`src/lpht_pkg.sv`:
```
`timescale 1ns / 1ps
// ----------------------------------------------------------------------------
// lpht_pkg - shared types and constants for the linear-probe hash table
// Command, status and sequencer state codes, plus the per-slot state word.
// ----------------------------------------------------------------------------
package lpht_pkg;

  localparam int FILL_LIMIT_W = 7;
  localparam logic [FILL_LIMIT_W-1:0] FILL_LIMIT_RESET = 7'd48;

  typedef enum logic [1:0] {
    CMD_GET   = 2'd0,
    CMD_SET   = 2'd1,
    CMD_DEL   = 2'd2,
    CMD_CLEAR = 2'd3
  } cmd_t;

  typedef enum logic [1:0] {
    ST_OK   = 2'd0,
    ST_MISS = 2'd1,
    ST_FULL = 2'd2
  } status_t;

  typedef enum logic [2:0] {
    S_INIT,
    S_IDLE,
    S_PROBE,
    S_CLEAR,
    S_RESP
  } seq_state_t;

  // Slot occupancy: empty when both bits are low
  typedef struct packed {
    logic used;
    logic tomb;
  } slot_state_t;

endpackage

```
`src/lpht_seq.sv`:
```
`timescale 1ns / 1ps
// ----------------------------------------------------------------------------
// lpht_seq - probe sequencer
// Walks the slot memory one slot per cycle with a single key comparator,
// resolves the request, writes back and loads the result register.
// ----------------------------------------------------------------------------
module lpht_seq #(
  parameter int CAPACITY   = 64,
  parameter int KEY_BITS   = 32,
  parameter int VALUE_BITS = 64
) (
  input  logic                                clk,
  input  logic                                rst,
  input  logic                                in_valid,
  output logic                                in_ready,
  input  lpht_pkg::cmd_t                      in_cmd,
  input  logic [KEY_BITS-1:0]                 in_key,
  input  logic [$clog2(CAPACITY)-1:0]         in_slot,
  input  logic [VALUE_BITS-1:0]               in_value,
  input  logic [lpht_pkg::FILL_LIMIT_W-1:0]   fill_limit,
  output logic                                out_valid,
  input  logic                                out_ready,
  output lpht_pkg::status_t                   out_status,
  output logic                                out_hit,
  output logic [VALUE_BITS-1:0]               out_value,
  output logic                                rd_en,
  output logic [$clog2(CAPACITY)-1:0]         rd_addr,
  input  lpht_pkg::slot_state_t               rd_state,
  input  logic [KEY_BITS-1:0]                 rd_key,
  input  logic [VALUE_BITS-1:0]               rd_data,
  output logic                                wr_en,
  output logic [$clog2(CAPACITY)-1:0]         wr_addr,
  output lpht_pkg::slot_state_t               wr_state,
  output logic [KEY_BITS-1:0]                 wr_key,
  output logic [VALUE_BITS-1:0]               wr_data
);
  import lpht_pkg::*;

  localparam int IDX_W = $clog2(CAPACITY);
  localparam int FC_W  = $clog2(CAPACITY + 1);
  localparam int CMP_W = ((FC_W > FILL_LIMIT_W) ? FC_W : FILL_LIMIT_W) + 1;

  seq_state_t state, state_next;

  // request
  cmd_t                  req_cmd;
  logic [KEY_BITS-1:0]   req_key;
  logic [VALUE_BITS-1:0] req_value;

  // probe walk
  logic [IDX_W-1:0]      issue_idx;
  logic [IDX_W-1:0]      eval_idx;
  logic [IDX_W-1:0]      probe_n;
  logic                  rd_pending;
  logic                  tomb_seen;
  logic [IDX_W-1:0]      tomb_idx;
  logic                  found;
  logic                  have_slot;
  logic                  is_empty;
  logic [IDX_W-1:0]      slot_idx;
  logic [VALUE_BITS-1:0] found_data;

  logic [FC_W-1:0]       fill_count;
  logic [IDX_W-1:0]      clr_idx;

  logic slot_match, slot_tomb, slot_empty, probe_last, probe_stop;
  logic out_free, load_out, accept, fill_over, bump_fill;
  status_t               res_status;
  logic                  res_hit;
  logic [VALUE_BITS-1:0] res_value;

  assign accept     = in_valid && in_ready;
  assign out_free   = !out_valid || out_ready;
  assign slot_match = rd_pending && rd_state.used && (rd_key == req_key);
  assign slot_tomb  = rd_pending && !rd_state.used && rd_state.tomb;
  assign slot_empty = rd_pending && !rd_state.used && !rd_state.tomb;
  assign probe_last = rd_pending && (probe_n == '1);
  assign probe_stop = slot_match || slot_empty || probe_last;
  assign fill_over  = (CMP_W'(fill_count) + CMP_W'(1)) > CMP_W'(fill_limit);

  always_ff @(posedge clk) begin
    if (rst) begin
      state <= S_INIT;
    end else begin
      state <= state_next;
    end
  end

  always_comb begin
    state_next = state;
    in_ready   = 1'b0;
    rd_en      = 1'b0;
    rd_addr    = issue_idx;
    wr_en      = 1'b0;
    wr_addr    = slot_idx;
    wr_state   = '0;
    wr_key     = req_key;
    wr_data    = req_value;
    load_out   = 1'b0;
    bump_fill  = 1'b0;
    res_status = ST_OK;
    res_hit    = 1'b0;
    res_value  = '0;

    // resolve the request from the probe outcome
    case (req_cmd)
      CMD_GET: begin
        if (found) begin
          res_hit   = 1'b1;
          res_value = found_data;
        end else begin
          res_status = ST_MISS;
        end
      end
      CMD_DEL: begin
        if (found) begin
          res_hit       = 1'b1;
          wr_state.tomb = 1'b1;
        end else begin
          res_status = ST_MISS;
        end
      end
      CMD_SET: begin
        wr_state.used = 1'b1;
        if (!found) begin
          if (!have_slot || (is_empty && fill_over)) begin
            res_status = ST_FULL;
          end else begin
            res_hit   = 1'b1;
            bump_fill = is_empty;
          end
        end
      end
      default: ;
    endcase

    case (state)
      S_INIT, S_CLEAR: begin
        wr_en    = 1'b1;
        wr_addr  = clr_idx;
        wr_state = '0;
        if (clr_idx == '1) begin
          state_next = (state == S_INIT) ? S_IDLE : S_RESP;
        end
      end
      S_IDLE: begin
        in_ready = 1'b1;
        if (in_valid) begin
          state_next = (in_cmd == CMD_CLEAR) ? S_CLEAR : S_PROBE;
        end
      end
      S_PROBE: begin
        rd_en = 1'b1;
        if (probe_stop) begin
          state_next = S_RESP;
        end
      end
      S_RESP: begin
        if (out_free) begin
          load_out   = 1'b1;
          state_next = S_IDLE;
          wr_en      = (req_cmd == CMD_DEL && found) ||
                       (req_cmd == CMD_SET && res_status == ST_OK);
        end
      end
      default: state_next = S_IDLE;
    endcase
  end

  // control state
  always_ff @(posedge clk) begin
    if (rst) begin
      out_valid  <= 1'b0;
      fill_count <= '0;
      clr_idx    <= '0;
    end else begin
      if (state == S_INIT || state == S_CLEAR) begin
        clr_idx <= clr_idx + IDX_W'(1);
      end
      if (load_out) begin
        out_valid <= 1'b1;
        if (req_cmd == CMD_CLEAR) begin
          fill_count <= '0;
        end else if (bump_fill) begin
          fill_count <= fill_count + FC_W'(1);
        end
      end else if (out_ready) begin
        out_valid <= 1'b0;
      end
    end
  end

  // request and probe payload
  always_ff @(posedge clk) begin
    if (accept) begin
      req_cmd    <= in_cmd;
      req_key    <= in_key;
      req_value  <= in_value;
      issue_idx  <= in_slot;
      probe_n    <= '0;
      rd_pending <= 1'b0;
      tomb_seen  <= 1'b0;
      found      <= 1'b0;
      have_slot  <= 1'b0;
      is_empty   <= 1'b0;
    end else if (state == S_PROBE) begin
      issue_idx  <= issue_idx + IDX_W'(1);
      eval_idx   <= issue_idx;
      rd_pending <= 1'b1;
      if (rd_pending) begin
        probe_n <= probe_n + IDX_W'(1);
        if (slot_tomb && !tomb_seen) begin
          tomb_seen <= 1'b1;
          tomb_idx  <= eval_idx;
        end
        if (slot_match) begin
          found      <= 1'b1;
          slot_idx   <= eval_idx;
          found_data <= rd_data;
        end else if (slot_empty) begin
          have_slot <= 1'b1;
          slot_idx  <= tomb_seen ? tomb_idx : eval_idx;
          is_empty  <= !tomb_seen;
        end else if (probe_last) begin
          // whole table walked: fall back to the first tombstone, if any
          have_slot <= tomb_seen || slot_tomb;
          slot_idx  <= tomb_seen ? tomb_idx : eval_idx;
        end
      end
    end
  end

  always_ff @(posedge clk) begin
    if (load_out) begin
      out_status <= res_status;
      out_hit    <= res_hit;
      out_value  <= res_value;
    end
  end

  a_wr_states: assert property (@(posedge clk) disable iff (rst)
    wr_en |-> (state == S_INIT || state == S_CLEAR || state == S_RESP))
    else $error("slot write outside clear or write-back");

  a_fill_bound: assert property (@(posedge clk) disable iff (rst)
    (CMP_W'(fill_count) <= CMP_W'(CAPACITY)))
    else $error("fill count above capacity");

  a_fill_bump: assert property (@(posedge clk) disable iff (rst)
    (state == S_RESP && out_free && req_cmd == CMD_SET && res_hit && is_empty) |=>
      (fill_count == $past(fill_count) + FC_W'(1)))
    else $error("empty slot claimed without fill count rise");

  a_probe_start: assert property (@(posedge clk) disable iff (rst)
    (state == S_IDLE && in_valid && in_cmd != CMD_CLEAR) |=> (state == S_PROBE))
    else $error("request accepted without probe");

  a_no_accept_busy: assert property (@(posedge clk) disable iff (rst)
    (state == S_PROBE || state == S_RESP) |-> !in_ready)
    else $error("request taken while busy");

endmodule
```
`config.mk`:
```
export PLATFORM = sky130hd
export DESIGN_NAME = lpht_seq
export DESIGN_NICKNAME = d
export VERILOG_FILES = /design/src/lpht_pkg.sv /design/src/lpht_seq.sv
export SDC_FILE = /design/constraint.sdc
export NUM_CORES = 1
export LEC_CHECK = 0
export ABC_AREA = 1
export BUFFER_PORTS_ARGS = -buffer_cell sky130_fd_sc_hd__buf_4
export CORE_AREA = 2 2 151 153
export DETAILED_ROUTE_END_ITERATION = 10
export DIE_AREA = 0 0 153 155
export GPL_TIMING_DRIVEN = 0
export PLACE_DENSITY = 0.86
export SLEW_MARGIN = 20
export SYNTH_ARGS = -nofsm -noshare
export SYNTH_HDL_FRONTEND = slang
export SYNTH_SLANG_ARGS = --single-unit
export TNS_END_PERCENT = 100
```
`constraint.sdc`:
```
create_clock -name clk -period 23.3 [get_ports clk]
set_clock_uncertainty 0.1 [all_clocks]
set_input_delay 1.165 -clock clk [delete_from_list [all_inputs] [get_ports clk]]
set_output_delay 1.165 -clock clk [all_outputs]
set_load 0.02 [all_outputs]
```
== Word level (Yosys, flattened, before mapping) ==
Index checks and enable logic that the tools add are counted.

* Bitwise gates (word level): 2
* Eq/ne operators: 15
* Muxes and demuxes: 40
* Add/sub/neg operators: 5
* Reductions and logical operators: 45
* $lt $le $gt $ge: 1

{| class="wikitable"
|+ Operators with widths
! kind !! count
|-
| two-way mux 6 bit || 7
|-
| equality test 32 bit || 1
|-
| AND reduction 4 bit || 6
|-
| two-way mux 1 bit || 19
|-
| adder 6 x 1 -> 6 bit, second input constant || 3
|-
| two-way mux 3 bit || 5
|-
| two-way mux 7 bit || 2
|-
| equality test 6 bit, second input constant || 2
|-
| case mux 3 bit (4 select lines) || 1
|-
| logical AND 1 bit || 11
|-
| adder 7 x 1 -> 8 bit, second input constant || 1
|-
| > comparator 8 x 7 -> 1 bit || 1
|-
| inequality test 2 bit, second input constant || 4
|-
| AND reduction 2 bit || 4
|-
| nonzero test 2 bit || 4
|-
| adder 7 x 1 -> 7 bit, second input constant || 1
|-
| logical OR 1 bit || 7
|-
| equality test 2 bit, second input constant || 3
|-
| equality test 3 x 2 -> 1 bit, second input constant || 2
|-
| two-way mux 2 bit || 3
|-
| AND reduction 3 bit || 2
|-
| zero test 1 bit || 5
|-
| zero test 2 bit || 2
|-
| case mux 1 bit (2 select lines) || 2
|-
| other kinds (8) || 10
|}

* Input bits: 213
* Logic and storage cells: 129
* Output and inout port bits: 181
* Bits in registers: 281

== Depth between registers and ports, before layout ==
Gate-level depths: netlist of the first run.

* Depth in word-level cells: 12
* Mapped depth: 18
* Gate-level depth less buffers: 18

== Least setup slack after synthesis of the first run ==
Ideal clock, no wire load.

* Path type: input-to-reg
* Start point: input rd_key[20]
* End point: register found_data[0], enable pin
* Path buffers: 0
* Data required time: 22556 ps
* Setup slack: 14713 ps
* Cell stages on the path: 4
* Arrival time: 7843 ps
* Library setup time: 644 ps
* Path through: xnor2_1 -> nand3_1 -> or3_1 -> nor4_1

* Word-level cells in the longest chain between the ends: 3

{| class="wikitable"
|+ Ends and longest elaborated chain
! what !! line !! source
|-
| start, declared || lpht_seq.sv:29 || <nowiki>input logic [KEY_BITS-1:0] rd_key,</nowiki>
|-
| equality test 32 bit || lpht_seq.sv:74 || <nowiki>assign slot_match = rd_pending && rd_state.used && (rd_key == req_key);</nowiki>
|-
| logical AND 1 bit || lpht_seq.sv:74 ||
|-
| AND reduction 4 bit (no source line) || - ||
|-
| end signal, assigned || lpht_seq.sv:219 || <nowiki>found_data <= rd_data;</nowiki>
|-
| end, declared || lpht_seq.sv:61 || <nowiki>logic [VALUE_BITS-1:0] found_data;</nowiki>
|}

Every way passes these cells.
A chain may end at the register's enable or synchronous reset.

== Final worst setup path of the first run ==
* Start point: register fill_count[0]
* End point: output wr_en

* Word-level cells in the longest chain between the ends: 12

{| class="wikitable"
|+ Ends and longest elaborated chain
! what !! line !! source
|-
| start, declared || lpht_seq.sv:63 || <nowiki>logic [FC_W-1:0] fill_count;</nowiki>
|-
| start signal, assigned || lpht_seq.sv:185 || <nowiki>fill_count <= fill_count + FC_W'(1);</nowiki>
|-
| adder 7 x 1 -> 8 bit || lpht_seq.sv:79 || <nowiki>assign fill_over = (CMP_W'(fill_count) + CMP_W'(1)) > CMP_W'(fill_limit);</nowiki>
|-
| > comparator 8 x 7 -> 1 bit || lpht_seq.sv:79 ||
|-
| logical AND 1 bit || lpht_seq.sv:126 || <nowiki>if (!have_slot || (is_empty && fill_over)) begin</nowiki>
|-
| logical OR 1 bit || lpht_seq.sv:126 ||
|-
| two-way mux 2 bit || lpht_seq.sv:126 ||
|-
| two-way mux 2 bit || lpht_seq.sv:125 || <nowiki>if (!found) begin</nowiki>
|-
| case mux 2 bit (2 select lines) || lpht_seq.sv:106 || <nowiki>case (req_cmd)</nowiki>
|-
| zero test 2 bit || lpht_seq.sv:163 || <nowiki>(req_cmd == CMD_SET && res_status == ST_OK);</nowiki>
|-
| logical AND 1 bit || lpht_seq.sv:163 ||
|-
| logical OR 1 bit || lpht_seq.sv:162 || <nowiki>wr_en = (req_cmd == CMD_DEL && found) ||</nowiki>
|-
| two-way mux 1 bit || lpht_seq.sv:159 || <nowiki>if (out_free) begin</nowiki>
|-
| case mux 1 bit (2 select lines) || lpht_seq.sv:137 || <nowiki>case (state)</nowiki>
|-
| end, declared || lpht_seq.sv:31 || <nowiki>output logic wr_en,</nowiki>
|}

Every way passes these cells.

==> results of run 1 <==
## final timing paths
check | startpoint | to | slack, ns | cells past startpoint
max | fill_count[0]$_SDFFE_PP0P_ | wr_en | 19.18 | 19
min reg2reg | eval_idx[0]$_DFFE_PP_ | tomb_idx[0]$_DFFE_PP_ | 0.36 | 0
min | eval_idx[0]$_DFFE_PP_ | tomb_idx[0]$_DFFE_PP_ | 0.36 | 0
max reg2reg | wr_key[12]$_DFFE_PP_ | found_data[39]$_DFFE_PP_ | 19.80 | 11
## power groups by stage
stage               clock network, mW  logic (mW)  registers (mW)
global route                    0.448       0.387           0.673
floorplan                           0       0.145           0.720
finish                          0.422       0.358           0.667
CTS                             0.429       0.359           0.667
global placement                    0       0.338           0.677
detailed placement                  0       0.356           0.677
## state kept, by name, indices dropped and copies added, names as in the netlist
register and cells:
eval_idx 6, state 3, probe_n 6, tomb_seen 1, clr_idx 6, have_slot 1, out_hit 1, slot_idx 6
wr_data 64, tomb_idx 6, fill_count 7, req_cmd 2, rd_addr 6, out_valid 1, found 1, is_empty 1
found_data 64, wr_key 32, out_status 2, rd_pending 1, out_value 64
## through the flow
step                hold WS (ns)  worst slack (ns)  std cells  power (mW)
global placement          0.3379             11.37       1556       1.015
floorplan                 0.3222             14.71        878      0.8651
global route              0.3712             18.84       1620       1.507
CTS                       0.3649             19.15       1619       1.454
detailed placement        0.3451             18.96       1569       1.033
finish                    0.3581             19.18       1621       1.448
## layout make-up
| cell class | instances | area, µm² | area share, % |
|---|---|---|---|
| tap | 285 | 356.6 | 2.342 |
| buffer | 11 | 61.31 | 0.4027 |
| multi-input combinational | 424 | 2097 | 13.77 |
| inverter | 162 | 608.1 | 3.994 |
| antenna | 2 | 5.005 | 0.03288 |
| clock buffer | 37 | 754.5 | 4.956 |
| clock inverter | 13 | 110.1 | 0.7233 |
| timing repair buffer | 406 | 3073 | 20.19 |
| sequential | 281 | 8158 | 53.59 |
## kinds of logic (layout without fill, tap and decap cells)
group | count (synthesis) | after routing | share of synthesized area (%)
fa+ha+maj | 11 | 11 | 1.262
other cells | 0 | 2 | 0
simple gates | 334 | 334 | 13.18
mux | 6 | 6 | 0.6193
flops | 281 | 281 | 74.78
xor+xnor | 17 | 17 | 1.365
compound gates | 56 | 56 | 2.741
buf+inv | 173 | 629 | 6.056
## layer usage
| layer | up-vias | track usage, % |
|---|---|---|
| met4 | 0 | 10.49 |
| li1 | 3791 | - |
| met2 | 473 | 44.18 |
| met1 | 3774 | 28.44 |
| met5 | - | 0 |
| met3 | 86 | 7.159 |
## Yosys cell counts, types with 5 or more instances
library cell	count	area share [%]
edfxtp_1	253	70
inv_1	152	5.2
nand2_1	138	4.7
nor2_1	123	4.2
dfxtp_1	28	5.1
a21oi_1	24	1.1
nand3_1	24	1.1
o21ai_0	20	0.92
nand4_1	12	0.69
ha_1	11	1.3
xnor2_1	10	0.80
inv_2	9	0.31
clkbuf_1	7	0.24
nor3_1	7	0.32
xor2_1	7	0.56
mux2_1	6	0.62
nor4_1	5	0.29
o21ai_1	5	0.23
==> flow_metrics.tcl, run 1 <==
set metrics [dict create \
    status "completed" \
    drt_iter0_markers 617 \
    p_seq_share_pct 46.1 \
    synth-seq-cells 281 \
    yosysWarnings 0 \
    clkLatencyLatePin_ns 0.55 \
    drt-total-wl_um 30590 \
    cpPeakStageDelay_ns 0.41 \
    synthFlopType "edfxtp_1" \
    worstSetupPathType "reg -> out" \
    cts_resized 0 \
    worstSetupStartpointType "flip-flop" \
    required_ns 22.03 \
    cp_max_fo 5 \
    cp_common_cell "nand2_1" \
    pin_count 394 \
    cts_setup_buffers 0 \
    min-delay-path-class "reg -> reg" \
    grt_pass1_vias 8069 \
    p_clk_share_pct 29.1 \
    comb_power_share_pct 24.8 \
    drive_above_1_share_pct 35.68 \
    hold_viol 0 \
    vias_per_cell 5.012 \
    setup.worst_path.end_class "output pin" \
    critPathArrivalTime_ns 2.85 \
    firstDrtPassIters 5 \
    intPower_mw 1.004 \
    fin_crit_sh_pct 17.67 \
    gr-total-overflow 0 \
    async_flop_share_pct 0 \
    dpl-instance-area_mm2 0.01435 \
    syn-num-nets 1102 \
    path_cells "ha_1, nand2_1, nor2_1, nand2_1, xor2_1, inv_1, ha_1, inv_1, nor2_1, nor3_1, nand2_1, nand3_1, nand2_1, nand2_1, nand2_1, nand2_1, nand2_1, nand2_1, buf_4" \
    wire_per_inst_um 18.87 \
    ctsRootBufferMaster "clkbuf_16" \
    powerDensity_mw_per_mm2 95.10 \
    nFillCells 1559 \
    cts_htree_levels 1 \
    cts_buffers 28 \
    synth.avg_cell_area_um2 12.43 \
    netlist_area_mm2 0.01091 \
    met3WireLength_um 3069 \
    synth_seq_area_share_pct 74.78 \
    synth_edf_count 253 \
    met1_length_um 10620 \
    dieArea_mm2 0.02372 \
    syn_to_final_growth_pct 39.55 \
    place.gp.congestion 0.9512 \
    layout_commonest_cell "buf_4" \
    core_area_mm2 0.02223 \
    utilization_pct 68.49 \
    drc 0 \
    setup_viol 0 \
    peakVddDrop_uv 69.08 \
    synth_cell_type_count 38 \
    cts_sinks 281 \
    grt_first_pass_wirelength_um 45180 \
    gr-usage-all-layers_pct 24.93 \
    clockBufferDepth 3 \
    numPortBuffers 393 \
    highest_layer "met4" \
    grt_setup_unrepaired "false" \
    slew_headroom_pct 58.23 \
    fp.dieW_um 153 \
    p_switching_uw 444.2 \
    finalMaxSlewViolations 0 \
    nets 1538 \
    dr_wl_met2_um 15530 \
    antenna_found_initial 1 \
    path_buf_inv 3 \
    netSwitchingFraction_pct 30.68 \
    timing.fmax_ghz 0.2428 \
    ant_nets 0 \
    timing.final.crit_period_ns 4.118 \
    cp_top_family "simple AND/OR/NAND/NOR gates" \
    die_h_um 155 \
    cts_tree "yes" \
    dp_hpwl_um 23270 \
    layout_common_cells "buf_4, edfxtp_1, inv_1" \
    worst_pin_slew_ns 0.6265 \
    ctsHoldBuffers 0 \
    design_area_mm2 0.01522 \
    drv_cap 0 \
    grt_max_degree 71 \
    path_clk_slew_ns 0.06 \
    tns_ns 0 \
    leakagePower_nw 6.689 \
    row_count 55 \
    start_util_pct 49.08 \
    crit_slowest_cell "dfxtp_1" \
    syn_inst 878 \
    vias 8124 \
]
Note: power is estimated with default switching activity, not from simulation.
==> run 2, diff against run 1 <==
- ABC_AREA: 1 -> 0
- CORE_AREA: 2 2 151 153 -> unset
- CORE_ASPECT_RATIO: unset -> 1.5
- CORE_MARGIN: unset -> 2
- CORE_UTILIZATION: unset -> 44
- DIE_AREA: 0 0 153 155 -> unset
- PLACE_DENSITY: 0.86 -> 0.82
- clock period: 23.3 -> 3.5 ns (I/O delays scaled with it)
==> flow_metrics.tcl, run 2 <==
set metrics [dict create \
    status "completed" \
    path_cells "and3_1, and3_4, xor2_1, ha_1, a21o_1, a21oi_1, nor2_1, o31ai_2, nand4b_1, a21oi_2, buf_4" \
    row_count 68 \
    drt_iter0_markers 354 \
    min-delay-path-class "in -> reg" \
    dieArea_mm2 0.02467 \
    path_buf_inv 1 \
    synth_top_area_share_pct 73.76 \
    drv_cap 0 \
    gr-usage-all-layers_pct 23.81 \
    timing.fmax_ghz 0.3042 \
    worstSetupStartpointType "flip-flop" \
    clockBufferDepth 3 \
    syn_to_final_growth_pct 59.29 \
    ys_top_cells_by_count "edfxtp_1, and2_1, xnor2_1" \
    dp_hpwl_um 18450 \
    synth-seq-cells 281 \
    worstReg2RegEnd "found_data[55]$_DFFE_PP_" \
    async_flop_share_pct 0 \
    yosysWarnings 0 \
    slew_headroom_pct 34.11 \
    worstSetupPathType "reg -> out" \
    cts_tree "yes" \
    synth.avg_cell_area_um2 17.00 \
    leakagePower_nw 6.685 \
    design_area_mm2 0.01641 \
    utilization_pct 71.42 \
    crit_slowest_cell "dfxtp_2" \
    synth_top_family_by_area "simple AND/OR/NAND/NOR gates" \
    syn-num-nets 830 \
    grt_pass1_vias 8270 \
    place.gp.congestion 0.8711 \
    dpl-instance-area_mm2 0.01373 \
    cp-startpoint "fill_count[2]$_SDFFE_PP0P_" \
    setup.worst_path.end_class "output pin" \
    cpPeakStageDelay_ns 0.39 \
    worst_pin_slew_ns 0.9780 \
    antenna_found_initial 0 \
    gr-total-overflow 0 \
    drive_above_1_share_pct 38.99 \
    powerDensity_mw_per_mm2 437.5 \
    clkLatencyLatePin_ns 0.54 \
    cts_buffers 26 \
    wire_per_inst_um 20.12 \
    cp.depth 11 \
    required_ns 3.22 \
    fp.dieW_um 128.9 \
    rrSetupSlack_ns 0.35 \
    synth_compound_area_share_pct 3.195 \
    grt_first_pass_wirelength_um 44090 \
    cts_htree_levels 1 \
    synth_edf_count 253 \
    synthSimpleGateAreaFrac_pct 9.390 \
    ctsRootBufferMaster "clkbuf_16" \
    path_clk_slew_ns 0.07 \
    ant_nets 0 \
    reg2reg_depth 7 \
    endpoint "wr_en" \
    synth-xor-area-share_pct 4.252 \
    worstReg2RegStart "wr_key[17]$_DFFE_PP_" \
    syn_inst 606 \
    grt_max_degree 104 \
    core_area_mm2 0.02297 \
    nets 1430 \
    start_util_pct 44.84 \
    synth_seq_area_share_pct 79.20 \
    drc 0 \
    die_h_um 191.4 \
    layout_commonest_cell "buf_4" \
    netlist_area_mm2 0.01030 \
    firstDrtPassIters 5 \
    setup_viol 0 \
    cp_top_family "compound AO/OA/AOI/OAI gates" \
    nFillCells 1372 \
    finalMaxSlewViolations 0 \
    pin_count 394 \
    cts_sinks 281 \
    ys_top_cells_by_area "edfxtp_1, dfxtp_1, and2_1" \
    tns_ns 0 \
    synth_cell_type_count 47 \
    layout_common_cells "buf_4, edfxtp_1, dlygate4sd3_1" \
    synth.area.mux_share_pct 1.725 \
    synthFlopType "edfxtp_1" \
    peakVddDrop_uv 471.0 \
    critPathArrivalTime_ns 3.01 \
    synth_fa_ha_area_share_pct 1.336 \
    post-synth-top-count-cell "edfxtp_1" \
    drt-total-wl_um 30320 \
    cp_max_fo 7 \
    hold_viol 0 \
    synth_top_area_cell "edfxtp_1" \
    timing.final.crit_period_ns 3.288 \
    fin_total_pwr_mw 7.179 \
    vias 7543 \
    grt_setup_unrepaired "false" \
    fin_crit_sh_pct 93.93 \
    numPortBuffers 393 \
    vias_per_cell 5.005 \
]
[run 2: where the power goes]
part           leakage (nW)  internal [mW]  total [mW]  switching [mW]
clock network         0.427           1.70        2.97            1.27
logic                  3.59          0.343       0.512           0.169
registers              2.67           3.67        3.70          0.0338
[run 2: worst min path at each step]
stage	startpoint	endpoint	slack [ns]	cells after the start
after global placement	in_value[56]	wr_data[56]$_DFFE_PP_	0.25	1
final	in_key[5]	wr_key[5]$_DFFE_PP_	0.26	2
after detailed placement	rd_data[5]	found_data[5]$_DFFE_PP_	0.25	1
after CTS	in_key[7]	wr_key[7]$_DFFE_PP_	0.23	2
after global routing	rd_data[17]	found_data[17]$_DFFE_PP_	0.25	2
after floorplan	in_valid	found$_SDFFE_PP0P_	0.17	1
[run 2: area by class of cell]
class	count	area [µm²]	area share, %
inverters	12	45.04	0.2745
clock buffers	36	729.5	4.446
diodes	1	2.502	0.01525
well taps	280	350.3	2.135
flip-flops and latches	281	8162	49.74
repair buffers	572	4802	29.27
multi-input cells	301	2091	12.74
plain buffers	12	57.56	0.3508
clock inverters	12	167.7	1.022
[run 2: metal layers]
metal,global-route usage [%],vias to the layer above,routed length [µm]
met2,46.19,376,16910
li1,-,3448,-
met3,6.017,80,2291
met5,0,-,0
met1,23.46,3639,9785
met4,9.908,0,1332
[run 2: timing repair]
item,in CTS,in global routing
buffers inserted,0,1
pin swaps,1,1
endpoints found under the hold margin,177,0
gates resized for setup,1,7
setup endpoints to repair,1,1
hold buffers,174,0
[run 2: cells by family (layout without fill, tap and decap cells)]
| kind of cell | Yosys count | count (layout) |
|---|---|---|
| flops | 281 | 281 |
| other cells | 0 | 1 |
| compound gates | 51 | 51 |
| simple gates | 173 | 173 |
| buf+inv | 24 | 644 |
| fa+ha+maj | 11 | 11 |
| xor+xnor | 50 | 50 |
| mux | 16 | 16 |
[run 2: worst register-to-register path: stages (launching register included)]
cell and delay (ns):
edfxtp_1 0.43, xnor2_1 0.25, nand2_1 0.12, a2111oi_0 0.46, nand3_1 0.39, nor2_4 0.59
buf_12 0.29, buf_16 0.20
[run 2: per-stage QoR]
stage          cells  hold slack [ns]  setup slack [ns]
2_1_floorplan    606           0.1653            0.5523
3_3_place_gp    1279           0.2530           0.07857
3_5_place_dp    1283           0.2542            0.4918
4_1_cts         1505           0.2291           0.05896
5_1_grt         1506           0.2484           0.02467
6_report        1507           0.2589            0.2125
==> run 3, diff against run 2 <==
- CORE_AREA: unset -> 2 2 153 155
- CORE_ASPECT_RATIO: 1.5 -> unset
- CORE_MARGIN: 2 -> unset
- CORE_UTILIZATION: 44 -> unset
- DIE_AREA: unset -> 0 0 155 157
- PLACE_DENSITY: 0.82 -> 0.81
- clock period: 3.5 -> 3.6 ns (I/O delays scaled with it)
==> flow_metrics.tcl, run 3 (synthesized netlist as in run 2, its figures left out) <==
set metrics [dict create \
    min-delay-start "rd_key[6]" \
    p_clk_share_pct 41.7 \
    grt_first_pass_wirelength_um 45600 \
    finalMaxSlewViolations 0 \
    fp.dieW_um 155 \
    place.gp.congestion 0.8599 \
    leakagePower_nw 6.693 \
    cts_buffers 29 \
    wire_per_inst_um 20.71 \
    dpl-instance-area_mm2 0.01372 \
    hold_viol 0 \
    dp_hpwl_um 19350 \
    vias_per_cell 4.985 \
    clkLatencyLatePin_ns 0.54 \
    utilization_pct 72.94 \
    tns_ns 0 \
    peakVddDrop_uv 425.6 \
    regArea_mm2 0.008158 \
    n_antenna_cell 0 \
    path_cells "ha_2, and3_2, nand3_1, xnor2_2, ha_1, nand3_1, nand2b_1, a21oi_1, o31ai_2, nand4b_1, a21oi_1, buf_4" \
    grt_max_degree 65 \
    crit_slowest_cell "dfxtp_1" \
    ctsRootBufferMaster "clkbuf_16" \
    multi_input_area_mm2 0.002077 \
    required_ns 3.32 \
    firstDrtPassIters 4 \
    p_seq_share_pct 51.3 \
    p_switching_mw 1.420 \
    powerDensity_mw_per_mm2 428.0 \
    worst_pin_slew_ns 0.9277 \
    netSwitchingFraction_pct 20.22 \
    hold_slack_ns 0.2528 \
    timing.fmax_ghz 0.2965 \
    numPortBuffers 393 \
    grt_pass1_vias 7938 \
    critPathArrivalTime_ns 3.09 \
    row_count 55 \
    start_util_pct 45.77 \
    grt_setup_unrepaired "false" \
    dieArea_mm2 0.02434 \
    worstSetupStartpointType "flip-flop" \
    cpPeakStageDelay_ns 0.39 \
    min-delay-path-class "in -> reg" \
    drive_above_1_share_pct 38.54 \
    core_area_mm2 0.02250 \
    worstSetupPathType "reg -> out" \
    vias 7552 \
    nFillCells 1321 \
    layout_commonest_cell "buf_4" \
    comb_power_share_pct 7.1 \
    drv_cap 0 \
    drc 0 \
    ant_nets 0 \
    cts_htree_levels 1 \
    cts_sinks 281 \
    drt_iter0_markers 369 \
    antenna_found_initial 0 \
    timing.final.crit_period_ns 3.372 \
    cp-startpoint "fill_count[0]$_SDFFE_PP0P_" \
    cts_tree "yes" \
    worstReg2RegStart "wr_key[1]$_DFFE_PP_" \
    nets 1432 \
    setup_viol 0 \
    gr-total-overflow 0 \
    status "completed" \
    path_clk_slew_ns 0.06 \
    drt-total-wl_um 31380 \
    intPower_mw 5.604 \
    syn_to_final_growth_pct 59.35 \
    die_h_um 157 \
    clockBufferDepth 3 \
    pin_count 394 \
    setup.worst_path.end_class "output pin" \
    fin_total_pwr_mw 7.024 \
    slew_headroom_pct 37.50 \
    layout_common_cells "buf_4, edfxtp_1, dlygate4sd3_1" \
    design_area_mm2 0.01641 \
    fin_crit_sh_pct 93.67 \
    cp_max_fo 5 \
    gr-usage-all-layers_pct 24.93 \
]
[run 3: cell types whose count changed in the layout (fill, tap and decap cells not counted), moves of 2 or more]
cell	before	now
dfxtp_1	25	28
clkbuf_16	27	31
clkbuf_1	16	18
clkinv_2	2	4
dfxtp_2	3	0
bufinv_16	3	1
clkinv_1	0	2
[run 3: area by class of cell]
| class | instances | area share, % |
|---|---|---|
| well taps | 285 | 2.173 |
| plain buffers | 12 | 0.3507 |
| repair buffers | 571 | 29.17 |
| inverters | 12 | 0.2744 |
| multi-input cells | 301 | 12.65 |
| flip-flops and latches | 281 | 49.70 |
| clock buffers | 43 | 5.184 |
| clock inverters | 10 | 0.4955 |
[run 3: repair_timing]
action / in CTS / in global routing
setup buffers: 0 / 0
hold endpoints to repair: 177 / 0
gates resized for setup: 0 / 3
hold buffers: 174 / 0
setup endpoints to repair: 0 / 1
[run 3: final timing paths]
check	end	slack (ns)	cells past startpoint
worst max-delay path	wr_en	0.23	12
worst min-delay path	have_slot$_SDFFE_PP0P_	0.25	5
worst max register to register	found_data[59]$_DFFE_PP_	0.64	7
worst min register to register	tomb_idx[5]$_DFFE_PP_	0.35	0
[run 3: power by group through the flow]
stage / Sequential (mW) / Clock, mW / Combinational (mW)
floorplan: 3.67 / 0 / 0.0967
global placement: 3.67 / 0 / 0.308
detailed placement: 3.67 / 0 / 0.319
CTS: 3.60 / 2.93 / 0.478
global route: 3.60 / 3.10 / 0.529
finish: 3.60 / 2.93 / 0.496
[run 3: critical path, delay by kind of cell, from the launching register on]
family / cells / cell delay [ns]
AO/OA/AOI/OAI: 3 / 0.61
XOR/XNOR: 1 / 0.17
adder cells (fa/ha/maj): 2 / 0.54
buffers and inverters: 1 / 0.18
flip-flops: 1 / 0.39
AND/OR/NAND/NOR: 5 / 0.67
[run 3: per-stage QoR]
stage | std cells | setup slack, ns
CTS | 1515 | 0.07303
detailed placement | 1288 | 0.6448
global placement | 1284 | 0.1506
global route | 1515 | 0.02726
floorplan | 606 | 0.6523
finish | 1515 | 0.2278
[run 3: routing by layer]
metal | wire, µm | up-vias | global-route usage [%]
met4 | 1376 | 0 | 9.524
met1 | 10610 | 3648 | 26.12
li1 | - | 3454 | -
met2 | 16980 | 375 | 48.00
met3 | 2417 | 75 | 6.112
met5 | 0 | - | 0
